<file path="src/hw/rtl/bhsc_pkg.sv">
// Shared types, constants and helpers for the boot health soak confirmation block.
package bhsc_pkg;

    localparam int COUNT_WIDTH = 16;
    localparam int CNT_OUT_W   = 16;
    localparam int TIME_W      = 64;
    localparam int SOAK_W      = 32;
    localparam int CFG_IDX_W   = 2;
    localparam int CFG_DATA_W  = 64;

    localparam logic [SOAK_W-1:0] SOAK_MS_RESET = SOAK_W'(60000);

    typedef logic [COUNT_WIDTH-1:0] count_t;

    typedef enum logic [CFG_IDX_W-1:0] {
        CFG_ARMED      = 2'd0,
        CFG_SOAK_MS    = 2'd1,
        CFG_START_TIME = 2'd2,
        CFG_UNUSED     = 2'd3
    } cfg_index_t;

    typedef struct packed {
        logic [TIME_W-1:0] now_ms;
        logic              clk_tree_ok;
        logic              flash_ok;
        logic              wdt_ok;
        logic              peripherals_ok;
        logic              partner_ok;
        logic              image_authentic;
        logic              commit_ok;
    } tick_t;

    typedef struct packed {
        logic                 confirmed_now;
        logic                 commit_attempted;
        logic                 is_confirmed;
        logic                 fault_latched;
        logic                 soak_running;
        logic [CNT_OUT_W-1:0] clock_fault_count;
        logic [CNT_OUT_W-1:0] interrupted_count;
    } result_t;

    typedef struct packed {
        logic step;   // apply the registered tick to the kept state
        logic clear;  // armed was written: reload all kept state
    } core_ctrl_t;

    localparam count_t CNT_MAX = {COUNT_WIDTH{1'b1}};

    function automatic count_t sat_inc(input count_t c);
        return (c == CNT_MAX) ? c : c + count_t'(1);
    endfunction

    // Low bits of a counter as carried on the result word, zero-extended if narrower.
    function automatic logic [CNT_OUT_W-1:0] cnt_out(input count_t c);
        logic [CNT_OUT_W+COUNT_WIDTH-1:0] wide;
        wide = {{CNT_OUT_W{1'b0}}, c};
        return wide[CNT_OUT_W-1:0];
    endfunction

endpackage

</file>
<file path="src/hw/rtl/bhsc_core.sv">
// Kept soak state and the single-pass update for one tick.
module bhsc_core import bhsc_pkg::*; (
    input  logic                  aclk,
    input  logic                  aresetn,
    input  core_ctrl_t            ctrl,
    input  logic                  armed,
    input  logic [SOAK_W-1:0]     soak_ms,
    input  logic [TIME_W-1:0]     start_time_ms,
    input  tick_t                 tick,
    output result_t               result
);

    logic [TIME_W-1:0] last_time_reg, last_time_next;
    logic [TIME_W-1:0] healthy_since_reg, healthy_since_next;
    logic              soak_active_reg, soak_active_next;
    logic              done_reg, done_next;
    logic              fault_reg, fault_next;
    count_t            clock_faults_reg, clock_faults_next;
    count_t            interrupted_reg, interrupted_next;

    logic              healthy;
    logic              confirmed_now;
    logic              attempted;
    logic [TIME_W-1:0] elapsed;

    assign healthy = tick.clk_tree_ok & tick.flash_ok & tick.wdt_ok &
                     tick.peripherals_ok & tick.partner_ok & tick.image_authentic;
    assign elapsed = tick.now_ms - healthy_since_reg;

    always_comb begin
        last_time_next     = last_time_reg;
        healthy_since_next = healthy_since_reg;
        soak_active_next   = soak_active_reg;
        done_next          = done_reg;
        fault_next         = fault_reg;
        clock_faults_next  = clock_faults_reg;
        interrupted_next   = interrupted_reg;
        confirmed_now      = 1'b0;
        attempted          = 1'b0;
        if (armed && !done_reg && !fault_reg) begin
            last_time_next = tick.now_ms;
            if (tick.now_ms < last_time_reg) begin
                clock_faults_next = sat_inc(clock_faults_reg);
                soak_active_next  = 1'b0;
            end else if (!healthy) begin
                if (soak_active_reg) begin
                    interrupted_next = sat_inc(interrupted_reg);
                end
                soak_active_next = 1'b0;
            end else if (!soak_active_reg) begin
                soak_active_next   = 1'b1;
                healthy_since_next = tick.now_ms;
            end else if (elapsed >= {{(TIME_W-SOAK_W){1'b0}}, soak_ms}) begin
                attempted = 1'b1;
                if (tick.commit_ok) begin
                    done_next     = 1'b1;
                    confirmed_now = 1'b1;
                end else begin
                    fault_next = 1'b1;
                end
            end
        end
    end

    always_comb begin
        result.confirmed_now     = confirmed_now;
        result.commit_attempted  = attempted;
        result.is_confirmed      = done_next;
        result.fault_latched     = fault_next;
        result.soak_running      = soak_active_next;
        result.clock_fault_count = cnt_out(clock_faults_next);
        result.interrupted_count = cnt_out(interrupted_next);
    end

    always_ff @(posedge aclk) begin
        if (!aresetn) begin
            last_time_reg     <= '0;
            healthy_since_reg <= '0;
            soak_active_reg   <= 1'b0;
            done_reg          <= 1'b0;
            fault_reg         <= 1'b0;
            clock_faults_reg  <= '0;
            interrupted_reg   <= '0;
        end else if (ctrl.clear) begin
            last_time_reg     <= start_time_ms;
            healthy_since_reg <= '0;
            soak_active_reg   <= 1'b0;
            done_reg          <= 1'b0;
            fault_reg         <= 1'b0;
            clock_faults_reg  <= '0;
            interrupted_reg   <= '0;
        end else if (ctrl.step) begin
            last_time_reg     <= last_time_next;
            healthy_since_reg <= healthy_since_next;
            soak_active_reg   <= soak_active_next;
            done_reg          <= done_next;
            fault_reg         <= fault_next;
            clock_faults_reg  <= clock_faults_next;
            interrupted_reg   <= interrupted_next;
        end
    end

    // The two latches exclude each other: once one is set no tick reaches the other.
    a_latch_exclusive: assert property (@(posedge aclk) disable iff (!aresetn)
        !(done_reg && fault_reg))
        else $error("confirmed and fault latched together");

    // A latched block ignores ticks until armed is written again.
    a_latched_frozen: assert property (@(posedge aclk) disable iff (!aresetn)
        (ctrl.step && !ctrl.clear && (done_reg || fault_reg)) |=>
            $stable(last_time_reg) && $stable(clock_faults_reg))
        else $error("latched block changed state on a tick");

    // Arming write clears the kept state.
    a_clear: assert property (@(posedge aclk) disable iff (!aresetn)
        ctrl.clear |=> !soak_active_reg && !done_reg && !fault_reg &&
            (clock_faults_reg == '0) && (interrupted_reg == '0))
        else $error("kept state not cleared by armed write");

endmodule

</file>
<file path="src/hw/rtl/boot_health_soak_confirm_top.sv">
// Top level of the boot health soak confirmation block: handshakes, config and result registers.
// A word taken on s_ passes through the input register, then the result register, before it shows on m_.
// Throughput: one word per cycle while m_ takes each result; the compare-and-update on the kept state is combinational.
// While a result waits on m_, one more word is taken into an empty input register, then s_ready
// stays low until m_ takes the waiting result.
// Reset (aresetn low, synchronous): not armed, soak_ms 60000, start_time_ms 0, all kept state clear.
// Configuration is accepted in every cycle; a write to armed clears the kept state.
module boot_health_soak_confirm_top import bhsc_pkg::*; (
    input  logic                   aclk,
    input  logic                   aresetn,
    input  logic                   s_valid,
    output logic                   s_ready,
    input  tick_t                  s_data,
    output logic                   m_valid,
    input  logic                   m_ready,
    output result_t                m_data,
    input  logic                   cfg_valid,
    output logic                   cfg_ready,
    input  logic [CFG_IDX_W-1:0]   cfg_index,
    input  logic [CFG_DATA_W-1:0]  cfg_data
);

    logic                 armed_reg;
    logic [SOAK_W-1:0]    soak_ms_reg;
    logic [TIME_W-1:0]    start_time_reg;

    logic                 in_valid_reg;
    tick_t                in_data_reg;
    logic                 out_valid_reg;
    result_t              out_data_reg;

    logic                 out_free;
    logic                 cfg_write;
    core_ctrl_t           ctrl;
    result_t              result;

    assign cfg_ready = 1'b1;
    assign cfg_write = cfg_valid && cfg_ready;

    assign out_free   = !out_valid_reg || m_ready;
    assign ctrl.step  = in_valid_reg && out_free;
    assign ctrl.clear = cfg_write && (cfg_index_t'(cfg_index) == CFG_ARMED);
    assign s_ready    = !in_valid_reg || out_free;

    assign m_valid = out_valid_reg;
    assign m_data  = out_data_reg;

    always_ff @(posedge aclk) begin
        if (!aresetn) begin
            armed_reg      <= 1'b0;
            soak_ms_reg    <= SOAK_MS_RESET;
            start_time_reg <= '0;
        end else if (cfg_write) begin
            case (cfg_index_t'(cfg_index))
                CFG_ARMED:      armed_reg      <= cfg_data[0];
                CFG_SOAK_MS:    soak_ms_reg    <= cfg_data[SOAK_W-1:0];
                CFG_START_TIME: start_time_reg <= cfg_data[TIME_W-1:0];
                default:        ;
            endcase
        end
    end

    always_ff @(posedge aclk) begin
        if (!aresetn) begin
            in_valid_reg  <= 1'b0;
            out_valid_reg <= 1'b0;
        end else begin
            if (s_ready) begin
                in_valid_reg <= s_valid;
            end
            if (out_free) begin
                out_valid_reg <= in_valid_reg;
            end
        end
    end

    always_ff @(posedge aclk) begin
        if (s_valid && s_ready) begin
            in_data_reg <= s_data;
        end
        if (ctrl.step) begin
            out_data_reg <= result;
        end
    end

    bhsc_core u_core (
        .aclk          (aclk),
        .aresetn       (aresetn),
        .ctrl          (ctrl),
        .armed         (armed_reg),
        .soak_ms       (soak_ms_reg),
        .start_time_ms (start_time_reg),
        .tick          (in_data_reg),
        .result        (result)
    );

    // A confirming word must also report the commit and the latched flag.
    a_confirm_word: assert property (@(posedge aclk) disable iff (!aresetn)
        (out_valid_reg && out_data_reg.confirmed_now) |->
            (out_data_reg.commit_attempted && out_data_reg.is_confirmed))
        else $error("confirming word without commit or latch");

    // A word held at the output is never overwritten by the next update.
    a_no_overwrite: assert property (@(posedge aclk) disable iff (!aresetn)
        (out_valid_reg && !m_ready) |=> ($stable(out_data_reg) && out_valid_reg))
        else $error("pending result word overwritten");

    // An accepted input word is held in the input register on the next cycle.
    a_in_captured: assert property (@(posedge aclk) disable iff (!aresetn)
        (s_valid && s_ready) |=> in_valid_reg)
        else $error("accepted word lost from input register");

endmodule
</file>
<file path="config.mk">
export PLATFORM = sky130hd
export DESIGN_NAME = boot_health_soak_confirm_top
export DESIGN_NICKNAME = d
export VERILOG_FILES = /design/src/hw/rtl/bhsc_pkg.sv /design/src/hw/rtl/bhsc_core.sv /design/src/hw/rtl/boot_health_soak_confirm_top.sv
export SDC_FILE = /design/constraint.sdc
export NUM_CORES = 1
export LEC_CHECK = 0
export BUFFER_PORTS_ARGS = -buffer_cell sky130_fd_sc_hd__buf_2
export CORE_UTILIZATION = 50
export CTS_BUF_LIST = sky130_fd_sc_hd__clkbuf_16
export CTS_CLUSTER_SIZE = 16
export DETAILED_ROUTE_END_ITERATION = 8
export HOLD_SLACK_MARGIN = 0.02
export PLACE_DENSITY_LB_ADDON = 0.1
export SLEW_MARGIN = 20
export SYNTH_ARGS = -nofsm -noshare
export SYNTH_HDL_FRONTEND = slang
export SYNTH_SLANG_ARGS = --single-unit
</file>
<file path="constraint.sdc">
create_clock -name aclk -period 12.3 [get_ports aclk]
set_clock_uncertainty 0.15 [all_clocks]
set_input_delay 3.075 -clock aclk [delete_from_list [all_inputs] [get_ports aclk]]
set_output_delay 3.075 -clock aclk [all_outputs]
set_load 0.02 [all_outputs]
</file>
==> run metrics <==
outcome=complete, no violations; Post-Route Setup TNS=0 ns; Cell variety after synth=88; Synth top cells by count=nand2_1 (508), dfxtp_1 (262), a21oi_1 (228); layout cells sized above 1=10.4%; via count=18695; DRC viols=0; critical path class=in -> out; main flop type after synthesis=dfxtp_1; Antenna Cells=0; leakage power=8.77 nW; startpoint types=input port; largest net degree at the start of global routing=129; IO buf count=180; CP peak stage delay=0.20 ns; cts hold-fix bufs=0; Layout area overhead=11.6%; total track usage=25.9%; Max clock buf depth=3; share of the synthesized area in the top cell type=24.9%; # clock sinks=370; Die ar.=43000 sq um; Core Footprint=41200 sq um; Final Slew Violations=0; synth top area cells=dfxtp_1 (25%), edfxtp_1 (15%), ha_1 (9.5%); fin crit share=55.8%; worst r2r dst=m_data[33]; min-delay worst type=reg -> reg; Worst EP required=9.07 ns; reg2reg setup slack=6.35 ns; FF-to-FF path depth=21; CP Capture Point=s_ready; HP Start=start_time_reg[26]; Final Core Density=57.1%; Cell Area, Synth=21100 sq um; total power=2.92 mW; clk_lat worst skew=0.57 ns; Slew HR=34.3%; cell taking the most area after synthesis=dfxtp_1; power density over the cells=124 nW/um^2; cell family with most CP delay=simple AND/OR/NAND/NOR gates; Placed Instance Area=22100 sq um; RSZ-0062 raised after global routing=no; ys async rst share=0%; detailed placement HPWL=40100 um; critical-path cell list=buf_2 > nor2b_1 > nand2_1 > buf_2; total routed wirelength=55800 um; routability cong.=0.934; Largest register FFs=71; Mapped Cells=2586; post-route design area=23500 sq um; r2r startpoint=in_data_reg[14]; Initial Util=51.1%; Final Setup Violations=0; Final nets=2977; Worst EP arrival=3.64 ns; post-CTS setup buffers=0; Post-synth EDFFs=108; cell repeated most along the worst path=buf_2; die width=207 um; Starting DRT DRC Count=1135; Fmax=0.146 GHz; post-DR vias/cell=5.77; Worst-Margin Slew=0.983 ns; Avg Cell Area, Syn=8.15 sq um; Final ANT Viol Nets=0; initial antenna violation count=0; clock transition at the registers of the reported paths=0.05 ns; DRT Pass-1 Iters=5; Synth Net Count=2889; TritonCTS clock tree=done; CP Launch Point=m_ready; CTS root buf=clkbuf_16; DIE HEIGHT=207 um; Critical Path Sink Type=primary output; CTS resizes=0; FP Rows=74; Buf+Inv Stages, Crit Path=2; Avg WL per Cell=17.2 um; Final min period=6.86 ns; Peak VDD IR=117 uV; H-tree depth=2; slowest CP cell=nor2b_1; global route total overflow=0; CP max FO=4; # Max-Cap Violations=0; Num CTS Buffers=41; Fin. Hold Viols=0; first-pass GRT wire length=91600 um; I/O Pins=182; fill count=3844; number of global-route vias before repair=17760; YS warnings=0; count leader, synth=nand2_1; post-synthesis sequential area ratio=40.3%; #FFs+latches synth=370; WP depth=4; Min Hold Slack=0.306 ns
[placed cells by master (no fill, tap or decap), types with 7 or more instances in the layout]
| master | count |
|---|---|
| a31oi_1 | 24 |
| nand2_1 | 507 |
| a211oi_1 | 7 |
| a21o_1 | 39 |
| clkinv_1 | 9 |
| and4_1 | 7 |
| xor2_1 | 21 |
| o21ai_0 | 140 |
| a21oi_1 | 228 |
| o31ai_1 | 11 |
| o211ai_1 | 16 |
| and3_1 | 27 |
| nand4_1 | 54 |
| xnor2_1 | 47 |
| nor3_1 | 21 |
| clkbuf_16 | 45 |
| inv_1 | 187 |
| edfxtp_1 | 108 |
| nand2b_1 | 7 |
| or3_1 | 13 |
| nand3_1 | 126 |
| buf_2 | 180 |
| a311oi_1 | 72 |
| nor2_1 | 167 |
| o21bai_1 | 8 |
| dfxtp_1 | 262 |
| a21boi_0 | 11 |
| nor2b_1 | 12 |
| o21a_1 | 16 |
| nor4_1 | 14 |
| and2_1 | 7 |
| buf_4 | 13 |
| ha_1 | 160 |
| o2111ai_1 | 8 |
| o21ai_1 | 10 |
| or4_1 | 11 |
[power breakdown]
part           leakage [nW]  internal (mW)  switching, mW  total (mW)
Clock                 0.702          0.719          0.501        1.22
Sequential             3.15           1.30         0.0296        1.33
Combinational          4.91          0.139          0.231       0.371
[worst min-delay path by stage]
stage                               endpoint  slack (ns)  cells past startpoint
final                     start_time_reg[26]        0.31                      2
after global routing      start_time_reg[53]        0.32                      2
after CTS                 start_time_reg[58]        0.30                      2
after detailed placement   start_time_reg[3]        0.30                      2
after global placement       u_core.done_reg        0.29                      2
after floorplan              u_core.done_reg        0.28                      2
[metal layers]
layer	track usage, %	share of wire [%]	up-vias
met2	44.6	48	426
met4	7.10	1.9	0
met5	0	0	-
met3	3.03	4.4	73
met1	34.4	46	8869
li1	-	-	9327
[worst reg2reg max path, delay by kind of cell (launching register included)]
family	cells	cell delay, ns
DFF	1	0.45
AOI/OAI and AO/OA	13	3.00
xor gates and xnor gates	1	0.19
and+or+nand+nor	5	1.11
adders and majority gates	2	0.76
[stage by stage]
| step | worst slack (ns) | instances |
|---|---|---|
| after global placement | 5.45 | 3162 |
| final | 5.44 | 3239 |
| after global routing | 5.35 | 3239 |
| after floorplan | 5.65 | 2586 |
| after CTS | 5.43 | 3238 |
| after detailed placement | 5.43 | 3162 |
[kinds of logic after synthesis]
logic type	synth area share, %
simple gates	21.2
compound gates	19.5
flops	40.3
buf+inv	6.12
fa+ha+maj	9.60
xor+xnor	2.83
mux	0.505
other cells	0.0178
[cell type report]
cell class	instances	area [sq um]	area share (%)
well taps	532	666	2.83
multi-input cells	1888	11300	48.1
inverters	178	671	2.85
clock buffers	45	1130	4.79
clock inverters	31	213	0.905
flip-flops and latches	370	8490	36.1
repair buffers	195	1040	4.41
Note: power is estimated with default switching activity, not from simulation.
